`src/rtl/core/assert_macros.svh`:
```
// Assertion macros shared by the sieve RTL.
// Depends on nothing; the bodies are empty when SYNTH is defined.
`ifndef ASSERT_MACROS_SVH
`define ASSERT_MACROS_SVH
`ifndef SYNTH
// Same-cycle implication under an active-low reset.
`define SPSV_ASSERT_IMP(lbl, ck, rn, ante, cons) \
	lbl: assert property (@(posedge ck) disable iff (!rn) (ante) |-> (cons)) \
		else $error("same-cycle implication failed");
// Next-cycle implication under an active-low reset.
`define SPSV_ASSERT_NXT(lbl, ck, rn, ante, cons) \
	lbl: assert property (@(posedge ck) disable iff (!rn) (ante) |=> (cons)) \
		else $error("next-cycle implication failed");
`else
`define SPSV_ASSERT_IMP(lbl, ck, rn, ante, cons)
`define SPSV_ASSERT_NXT(lbl, ck, rn, ante, cons)
`endif
`endif

```
`src/rtl/core/spsv_pkg.sv`:
```
// Shared widths, register codes and control types for the segmented sieve.
// Depends on nothing; imported by every module of the block.
package spsv_pkg;

	localparam int SEG_W   = 42;  // segment bound width
	localparam int PRIME_W = 21;  // base prime width
	localparam int WORD_W  = 64;  // bitmap word width
	localparam int IDX_W   = 6;   // word index width on the result port
	localparam int OFF_W   = PRIME_W + 2;  // offset of a multiple from the segment start
	localparam int ADDR_W  = 4;   // register port address width
	localparam int DATA_W  = 64;  // register port data width

	// Smallest integer the segment may start at.
	localparam int LO_MIN = 2;

	// Register selects, taken from the 8-byte aligned address bit.
	localparam logic REG_SEG_LOW  = 1'b0;
	localparam logic REG_SEG_HIGH = 1'b1;

	// Control from the sequencer to the bitmap store.
	typedef struct packed {
		logic clr;  // mark every word as all candidates
		logic rd;   // registered read of one word
		logic wr;   // write of one word
	} map_ctl_t;

endpackage

```
`src/rtl/core/spsv_divider.sv`:
```
// Iterative restoring divider that returns the remainder of a segment bound by a prime.
// Depends on spsv_pkg; one dividend bit is consumed per cycle.
module spsv_divider
	import spsv_pkg::*;
(
	input  logic               clk,
	input  logic               arst_n,
	input  logic               start,
	input  logic [SEG_W-1:0]   dividend,
	input  logic [PRIME_W-1:0] divisor,
	output logic               done,
	output logic [PRIME_W-1:0] remainder
);

	localparam int CNT_W = $clog2(SEG_W);

	logic               busy_q;
	logic               done_q;
	logic [CNT_W-1:0]   cnt_q;
	logic [SEG_W-1:0]   dvd_q;
	logic [PRIME_W-1:0] rem_q;
	logic [PRIME_W-1:0] dsr_q;
	logic [PRIME_W:0]   trial;
	logic               fits;

	// One restoring step: bring down the next bit and subtract where it fits.
	assign trial = {rem_q, dvd_q[SEG_W-1]};
	assign fits  = trial >= {1'b0, dsr_q};

	// Step counter and completion pulse.
	always_ff @(posedge clk or negedge arst_n) begin
		if (!arst_n) begin
			busy_q <= 1'b0;
			done_q <= 1'b0;
			cnt_q  <= '0;
		end else begin
			done_q <= 1'b0;
			if (start) begin
				busy_q <= 1'b1;
				cnt_q  <= CNT_W'(SEG_W - 1);
			end else if (busy_q) begin
				if (cnt_q == '0) begin
					busy_q <= 1'b0;
					done_q <= 1'b1;
				end else begin
					cnt_q <= cnt_q - 1'b1;
				end
			end
		end
	end

	// Partial remainder and the shifting dividend.
	always_ff @(posedge clk) begin
		if (start) begin
			dvd_q <= dividend;
			rem_q <= '0;
			dsr_q <= divisor;
		end else if (busy_q) begin
			rem_q <= fits ? PRIME_W'(trial - {1'b0, dsr_q}) : trial[PRIME_W-1:0];
			dvd_q <= dvd_q << 1;
		end
	end

	assign done      = done_q;
	assign remainder = rem_q;

endmodule

```
`config.mk`:
```
export PLATFORM = sky130hd
export DESIGN_NAME = spsv_divider
export DESIGN_NICKNAME = d
export VERILOG_FILES = /design/src/rtl/core/assert_macros.svh /design/src/rtl/core/spsv_pkg.sv /design/src/rtl/core/spsv_divider.sv
export SDC_FILE = /design/constraint.sdc
export NUM_CORES = 1
export LEC_CHECK = 0
export BUFFER_PORTS_ARGS = -buffer_cell sky130_fd_sc_hd__buf_2
export CORE_MARGIN = 5
export CORE_UTILIZATION = 56
export DETAILED_ROUTE_END_ITERATION = 12
export HOLD_SLACK_MARGIN = 0.05
export PLACE_DENSITY = 0.83
export RECOVER_POWER = 50
export SETUP_SLACK_MARGIN = 0.1
export SLEW_MARGIN = 10
export SYNTH_ARGS = -nofsm -noshare
export SYNTH_HDL_FRONTEND = slang
export SYNTH_SLANG_ARGS = --single-unit
```
`constraint.sdc`:
```
create_clock -name clk -period 3.4 [get_ports clk]
set_clock_uncertainty 0.15 [all_clocks]
set_input_delay 0.68 -clock clk [delete_from_list [all_inputs] [get_ports clk]]
set_output_delay 0.68 -clock clk [all_outputs]
set_load 0.01 [all_outputs]
```
Word-level counts from Yosys, hierarchy flattened
Cells that the tools add are included.
{ "op_classes": {"magnitude_cmp": 1, "eq_ne": 1, "addsub": 2, "reduce_logical": 3, "n_mux": 12} }
{ "ops": {"columns": ["operator", "count"], "rows": [
  ["two-way mux 42 bit", 2],
  [">= comparator 22 x 21 -> 1 bit", 1],
  ["two-way mux 21 bit", 1],
  ["subtractor 21 bit", 1],
  ["two-way mux 6 bit", 3],
  ["zero test 6 bit", 1],
  ["two-way mux 1 bit", 6],
  ["subtractor 6 x 1 -> 6 bit (second input constant)", 1],
  ["inequality test 2 bit (second input constant)", 1],
  ["AND reduction 2 bit", 1],
  ["nonzero test 2 bit", 1]
]} }
{ "word_totals": {"output_inout_bits": 22, "regBits": 92, "in_bits": 66} }

Depth between registers and ports, before layout
Gate-level depths: netlist of run 1.
{ "depth": {"word_depth": 4, "depth_mapped": 12} }

Least setup slack after synthesis of run 1
Ideal clock, no wire load.
{ "synth_timing": {"path_kind": "reg-to-reg", "start": "register dvd_q[41]", "end": "register rem_q[0] (netlist: remainder[0])", "period_less_slack_ps": 2722, "setup_time_ps": 86, "path_stages_with_launch": 11, "path_buffers": 0, "required_time_ps": 3164, "slack_ps": 678, "t_arrival_ps": 2486, "cell_sequence": "edfxtp_1 -> inv_1 -> ha_1 -> inv_1 -> fa_1 -> a21o_1 -> a221o_1 -> o21ai_4 -> a31o_2 -> mux2_1 -> a211oi_1"} }
{ "synth_via": {"elab_chain_len": 2, "elab_cells_between_ends": 3} }
{ "synth_rtl": {"columns": ["element", "line_no", "rtl"], "rows": [
  ["from (decl)", "spsv_divider.sv:20", "logic [SEG_W-1:0] dvd_q;"],
  ["from (signal assigned)", "spsv_divider.sv:55", "dvd_q <= dividend;"],
  ["from (signal assigned)", "spsv_divider.sv:60", "dvd_q <= dvd_q << 1;"],
  ["subtractor 21 bit or >= comparator 22 x 21 -> 1 bit (tied branches)", "spsv_divider.sv:59, spsv_divider.sv:28", null],
  ["two-way mux 21 bit (*)", "spsv_divider.sv:59", "rem_q <= fits ? PRIME_W'(trial - {1'b0, dsr_q}) : trial[PRIME_W-1:0];"],
  ["to (signal assigned)", "spsv_divider.sv:59", null],
  ["to (decl)", "spsv_divider.sv:21", "logic [PRIME_W-1:0] rem_q;"]
]} }
Every way passes the cells marked *; elsewhere a longest branch is shown, timed or not.
A chain may end at the register's enable or synchronous reset.

Worst setup path after layout of run 1
Ends and elaborated chain as after synthesis.

==> results of run 1 <==
==> layer usage <==
layer	vias to the layer above	global-route usage, %	wire, um
li1	1771	-	-
met1	1747	24.3	4430
met2	121	31.9	5140
met3	16	5.67	702
met4	0	4.84	130
met5	-	0	0
==> cell families (layout without fill, tap and decap cells) <==
| kind of cell | count (synthesis) | after routing |
|---|---|---|
| AND/OR/NAND/NOR | 106 | 106 |
| AO/OA/AOI/OAI | 93 | 93 |
| flip-flops | 92 | 92 |
| buffers and inverters | 51 | 137 |
| multiplexers | 48 | 48 |
| adder cells (fa/ha/maj) | 24 | 24 |
| XOR/XNOR | 21 | 21 |
==> sequential cells by signal (all words and copies together) (netlist names) <==
name and flops:
done 1, dvd_q 42, dsr_q 21, remainder 21
cnt_q 6, busy_q 1
==> final cells by class <==
type | count | area share (%)
sequential | 92 | 43.7
multi-input combinational | 292 | 40.0
timing repair buffer | 93 | 8.36
tap | 108 | 2.35
clock buffer | 9 | 2.16
inverter | 28 | 1.83
clock inverter | 7 | 1.55
==> report_power, final <==
| part | switching [W] | total, W | leakage [nW] | internal (W) |
|---|---|---|---|---|
| sequential | 0.0000322 | 0.00132 | 0.914 | 0.00129 |
| combinational | 0.000152 | 0.000301 | 1.41 | 0.000150 |
| clock | 0.000419 | 0.000776 | 0.104 | 0.000357 |
| total | 0.000603 | 0.00240 | 2.43 | 0.00179 |
==> synth_stat cells (all sizes together), types with 4 or more instances <==
master / count
nand3: 5
nand4: 4
mux2i: 6
nor3: 11
dfxtp: 21
a21oi: 16
xnor2: 16
a211o: 6
a21o: 8
xor2: 5
a31oi: 6
nand2: 26
nand2b: 9
a311oi: 5
ha: 23
nor2: 24
o21ai: 11
and3: 5
mux2: 42
edfxtp: 63
clkbuf: 11
o211ai: 5
nor3b: 8
a211oi: 13
buf: 12
inv: 28
dfrtp: 8
==> path summary, 6_finish.rpt <==
path	start	to	slack (ns)
setup / recovery	dvd_q[41]	remainder[0]	0.38
hold / removal	divisor[8]	dsr_q[8]	0.34
setup reg to reg	dvd_q[41]	remainder[0]	0.38
hold reg to reg	remainder[2]	remainder[2]	0.36
max in group asynchronous	arst_n	cnt_q[5]	2.19
min in group asynchronous	arst_n	cnt_q[4]	0.60
==> repair_timing <==
action,4_1_cts,5_1_grt
hold buffers,1,0
resized for setup,0,0
hold endpoints to repair,8,0
==> stage by stage <==
step           cells  total power (W)  area [um^2]  hold WS (ns)  util [%]
6_report         629          0.00240         5740         0.336      65.9
5_1_grt          629          0.00251         5740         0.318      65.9
4_1_cts          629          0.00242         5760         0.319      66.1
3_5_place_dp     612          0.00164         5540         0.344      63.5
3_3_place_gp     612          0.00163         5540         0.344      63.5
2_1_floorplan    435          0.00155         5030         0.234         -
==> flow_summary_export.csv, run 1 <==
group,metric,value,unit
cts,cts_root_buf,"clkbuf_8",
synthesis,seq_area_frac_synth,49.9,%
synthesis,synth_compound_area_share,14.2,%
timing,fin_setup_tns,0,ns
cts,cts_tree,"done",
floorplan,rows,34,
grt,grt_pass1_wl,17500,um
synthesis,synth_top_area_cell,"edfxtp_1",
synthesis,synth.distinct_cells,66,
timing,finalCritPeriodShare,88.9,%
place,pre_cts_slack,0.441,ns
pwr,powerDensity,417,mW/mm^2
setup_path,crit_buf_inv,2,
cts,clockBufferDepth,2,
route,finalWirelength,10400,um
timing,slew_violations,0,
floorplan,die_h,105,um
grt,grt_pass1_vias,3781,
pwr,p_leak,2.43,nW
pwr,max-vdd-ir-drop,349,uV
synthesis,synthFlopType,"edfxtp_1",
synthesis,synth_top_family_by_area,"compound AO/OA/AOI/OAI gates",
timing,tightest_slew,1.47,ns
setup_path,cpLargestDelayFamily,"compound AO/OA/AOI/OAI gates",
synthesis,synth_edf_count,63,
job,max_cap_violations,0,
setup_path,startpoint_type,"flip-flop",
layout,layout_common_cells,"buf_2 (74), edfxtp_1 (63), mux2_2 (41)",
floorplan,initial_core_util,57.7,%
floorplan,num_io_pins,88,
timing,fin_crit,3.02,ns
synthesis,yosys-top-cells-area,"edfxtp_1 (38%), mux2_2 (9.2%), dfxtp_1 (8.4%)",
run_status,outcome,"finished, final reports clean",
synthesis,synthCells,435,
setup_path,crit_top_cell,"inv_1",
layout,drive_gt1_share,29.8,%
timing,fmax,0.331,GHz
cts,post_cts_buffers,0,
place,dp_hpwl,7640,um
grt,grt_util_all_layers,19.1,%
floorplan,core,0.00872,mm^2
synthesis,syn_area,0.00503,mm^2
layout,regArea,0.00251,mm^2
setup_path,critical_path_class,"flip-flop to flip-flop",
layout,layout.nets,606,
timing,slew_headroom,2.15,%
worst_hold_path,min_path_cells,1,
synthesis,synth_simple_gate_area_share,11.1,%
setup_path,crit_path_cell_trace,"inv_1, ha_1, inv_1, fa_1, a21o_1, a221o_1, o21ai_4, a31o_2, mux2_1, a211oi_1",
route,drtAntennaViolNets,0,
floorplan,die_w,105,um
synthesis,yosys_warnings,0,
cts,cts_htree_levels,3,
cts,cts-buffers-inserted,9,
timing,finalSetupViolations,0,
layout,fillCellCount,660,
worst_hold_path,hold_class,"primary input to flip-flop",
layout,synthToLayoutAreaGrowth,14.1,%
grt,grt_overflow,0,
place,port_buffers,87,
synthesis,ys_ff_latch,92,
cts,cts_sinks,92,
synthesis,async_flop_share,8.70,%
timing,finalWorstSetupSlack,0.378,ns
grt,grt_max_degree,66,
grt,antenna_found_initial,0,
synthesis,synth_nets,525,
synthesis,yosys.area.top_type_share,37.6,%
setup_path,worstRegToRegCells,10,
synthesis,synthAdderAreaFrac,6.11,%
setup_path,critical_path.max_fanout,6,
floorplan,die_area,0.0110,mm^2
setup_path,cp.arrival,3.14,ns
route,via_per_inst,5.81,
synthesis,muxShareOfSynthArea,10.6,%
place,routabilityCongestion,0.951,
cts,clk_latency,0.36,ns
timing,rsz0062_at_grt,"false",
setup_path,critPathCaptureType,"flip-flop",
synthesis,synth_xor_area_share,3.65,%
setup_path,cp.depth,10,
timing,hold_viol,0,
route,drtIter0Drc,197,
setup_path,cp_slowest_stage_delay,0.42,ns
layout,final_common_cell,"buf_2",
synthesis,syn_avg_cell_area,11.6,um^2
cts,clk_pin_slew,0.10,ns
layout,multi_input_area,0.00230,mm^2
setup_path,crit_required,3.52,ns
setup_path,slowest_stage,"fa_1",
route,wl_per_cell,16.6,um
route,drt_pre_antenna_iters,5,
layout,diodes,0,
route,drcViolationCount,0,
route,num_vias,3655,
Power figures use the tool's default switching activity.
==> inputs of run 2 (changes only) <==
CORE_MARGIN = not set   (was 5)
==> run 2 against run 1 <==
Net effect: the flow now finishes with violations (capacitance limit, slew limit); flip-flop and latch count unchanged; non-clock buffer count down 3; combinational power about the same; design area down 0.68%; total power down 0.79%; first-iteration DRC count up 42%; count of clock-buffer cells in the layout unchanged; die area down 15%; critical endpoint is now remainder[8]; largest cell class unchanged.
==> flow_summary_export.csv, run 2 (synthesis results as in run 1) <==
group,metric,value,unit
grt,grt_max_degree,98,
place,placed_cells,609,
setup_path,crit_required,3.41,ns
layout,drive_gt1_share,31.3,%
cts,clockBufferDepth,2,
layout,largest_register_ff_count,42,
layout,diodes,0,
route,drtIter0Drc,280,
grt,grt_pass1_vias,3583,
grt,antenna_found_initial,0,
grt,grt_pass1_wl,16400,um
floorplan,die_w,96.8,um
pwr,total_power,0.00238,W
worst_hold_path,hold_end,"dsr_q[9]",
place,dp_hpwl,6930,um
layout,layout.nets,603,
timing,tightest_slew,2.18,ns
floorplan,die_h,96.8,um
floorplan,rows,34,
pwr,powerDensity,417,mW/mm^2
layout,instances_no_fill,626,
layout,fin_area,0.00571,mm^2
layout,regMostFlops,"dvd_q",
place,routabilityCongestion,0.913,
cts,cts-buffers-inserted,9,
setup_path,critPathCaptureType,"flip-flop",
timing,fin_crit,3.08,ns
route,wl_per_cell,16.0,um
run_status,violations,"capacitance limit, slew limit",
cts,cts_htree_levels,3,
layout,final_common_cell,"buf_2",
route,via_per_inst,5.80,
timing,fin_setup_tns,0,ns
route,drcViolationCount,0,
layout,layout_common_cells,"buf_2 (85), edfxtp_1 (63), mux2_2 (41)",
pwr,p_leak,2.45,nW
job,max_cap_violations,1,
floorplan,core,0.00872,mm^2
layout,synthToLayoutAreaGrowth,13.3,%
setup_path,critical_path_class,"flip-flop to flip-flop",
pwr,max-vdd-ir-drop,306,uV
timing,finalCritPeriodShare,90.6,%
timing,finalWorstSetupSlack,0.318,ns
cts,clk_latency,0.37,ns
timing,hold_viol,0,
place,pre_cts_slack,0.435,ns
run_status,outcome,"finished, violations left",
grt,grt_overflow,0,
route,drtAntennaViolNets,0,
cts,cts_tree,"done",
floorplan,num_io_pins,88,
cts,cts_root_buf,"clkbuf_8",
place,port_buffers,87,
timing,slew_violations,98,
setup_path,r2r_slack,0.32,ns
timing,rsz0062_at_grt,"false",
cts,cts_sinks,92,
cts,post_cts_buffers,0,
timing,finalSetupViolations,0,
setup_path,r2r-end,"remainder[8]",
worst_hold_path,worstHoldStart,"divisor[9]",
worst_hold_path,min_path_cells,1,
worst_hold_path,hold_class,"primary input to flip-flop",
timing,fmax,0.324,GHz
floorplan,initial_core_util,57.7,%
setup_path,startpoint_type,"flip-flop",
floorplan,die_area,0.00937,mm^2
setup_path,critical_path.max_fanout,26,
route,num_vias,3630,
setup_path,worstRegToRegCells,10,
place,place_area,0.00552,mm^2
route,drt_pre_antenna_iters,4,
setup_path,r2r_start,"dvd_q[41]",
timing,slew_headroom,-45.6,%
route,finalWirelength,10000,um
setup_path,cp.arrival,3.09,ns
grt,grt_util_all_layers,21.7,%
cts,clk_pin_slew,0.10,ns
-- run 2: changes by cell type in the layout (fill, tap and decap cells not counted), moves of 2 or more --
cell and delta:
buf_4 -3, clkbuf_1 -10, inv_6 -3, clkinv_2 +2, buf_2 +11
-- run 2: timing repair --
action,4_1_cts,5_1_grt
hold buffers,1,0
hold endpoints to repair,8,0
resized for setup,0,0
-- run 2: cell type report --
type                    instances  area (um^2)
inverters                      28          105
multi-input cells             292         2300
clock buffers                   9          124
flip-flops and latches         92         2510
clock inverters                 7         75.1
repair buffers                 90          455
well taps                     108          135
fillers                       678         3020
-- run 2: where the power goes --
group	total, W	internal (W)	leakage, nW	switching [W]
Sequential	0.00132	0.00129	0.914	0.0000310
Combinational	0.000299	0.000149	1.44	0.000150
Clock	0.000760	0.000345	0.0975	0.000415
Total	0.00238	0.00178	2.45	0.000595
-- run 2: critical path, stage by stage (launching register included) --
cell and delay [ns]:
edfxtp_1 0.36, inv_1 0.08, ha_1 0.17, inv_1 0.05, fa_1 0.41, a21o_1 0.23, a221o_1 0.37, o21ai_4 0.22
a31oi_4 0.35, o211ai_1 0.35, a21oi_1 0.10
-- run 2: per-stage QoR --
stage | util [%] | hold WS [ns]
after floorplan | - | 0.234
final | 65.4 | 0.330
after global placement | 63.3 | 0.343
after CTS | 65.7 | 0.321
after global routing | 65.4 | 0.314
after detailed placement | 63.3 | 0.347
-- run 2: per-layer routing --
layer,up-vias,global-route usage [%],share of wire [%]
met5,-,0,0
met4,0,9.18,1.7
met3,14,5.42,6.9
met2,121,34.8,47
met1,1725,28.1,44
li1,1770,-,-
-- run 2: worst max-delay path by stage --
stage | start | cells after the start | slack, ns | endpoint
floorplan | dvd_q[41] | 10 | 0.68 | remainder[0]
CTS | dvd_q[41] | 10 | 0.39 | remainder[12]
detailed placement | dvd_q[41] | 10 | 0.43 | remainder[0]
global route | start | 4 | 0.11 | remainder[19]
finish | dvd_q[41] | 10 | 0.32 | remainder[8]
global placement | dvd_q[41] | 10 | 0.47 | remainder[0]
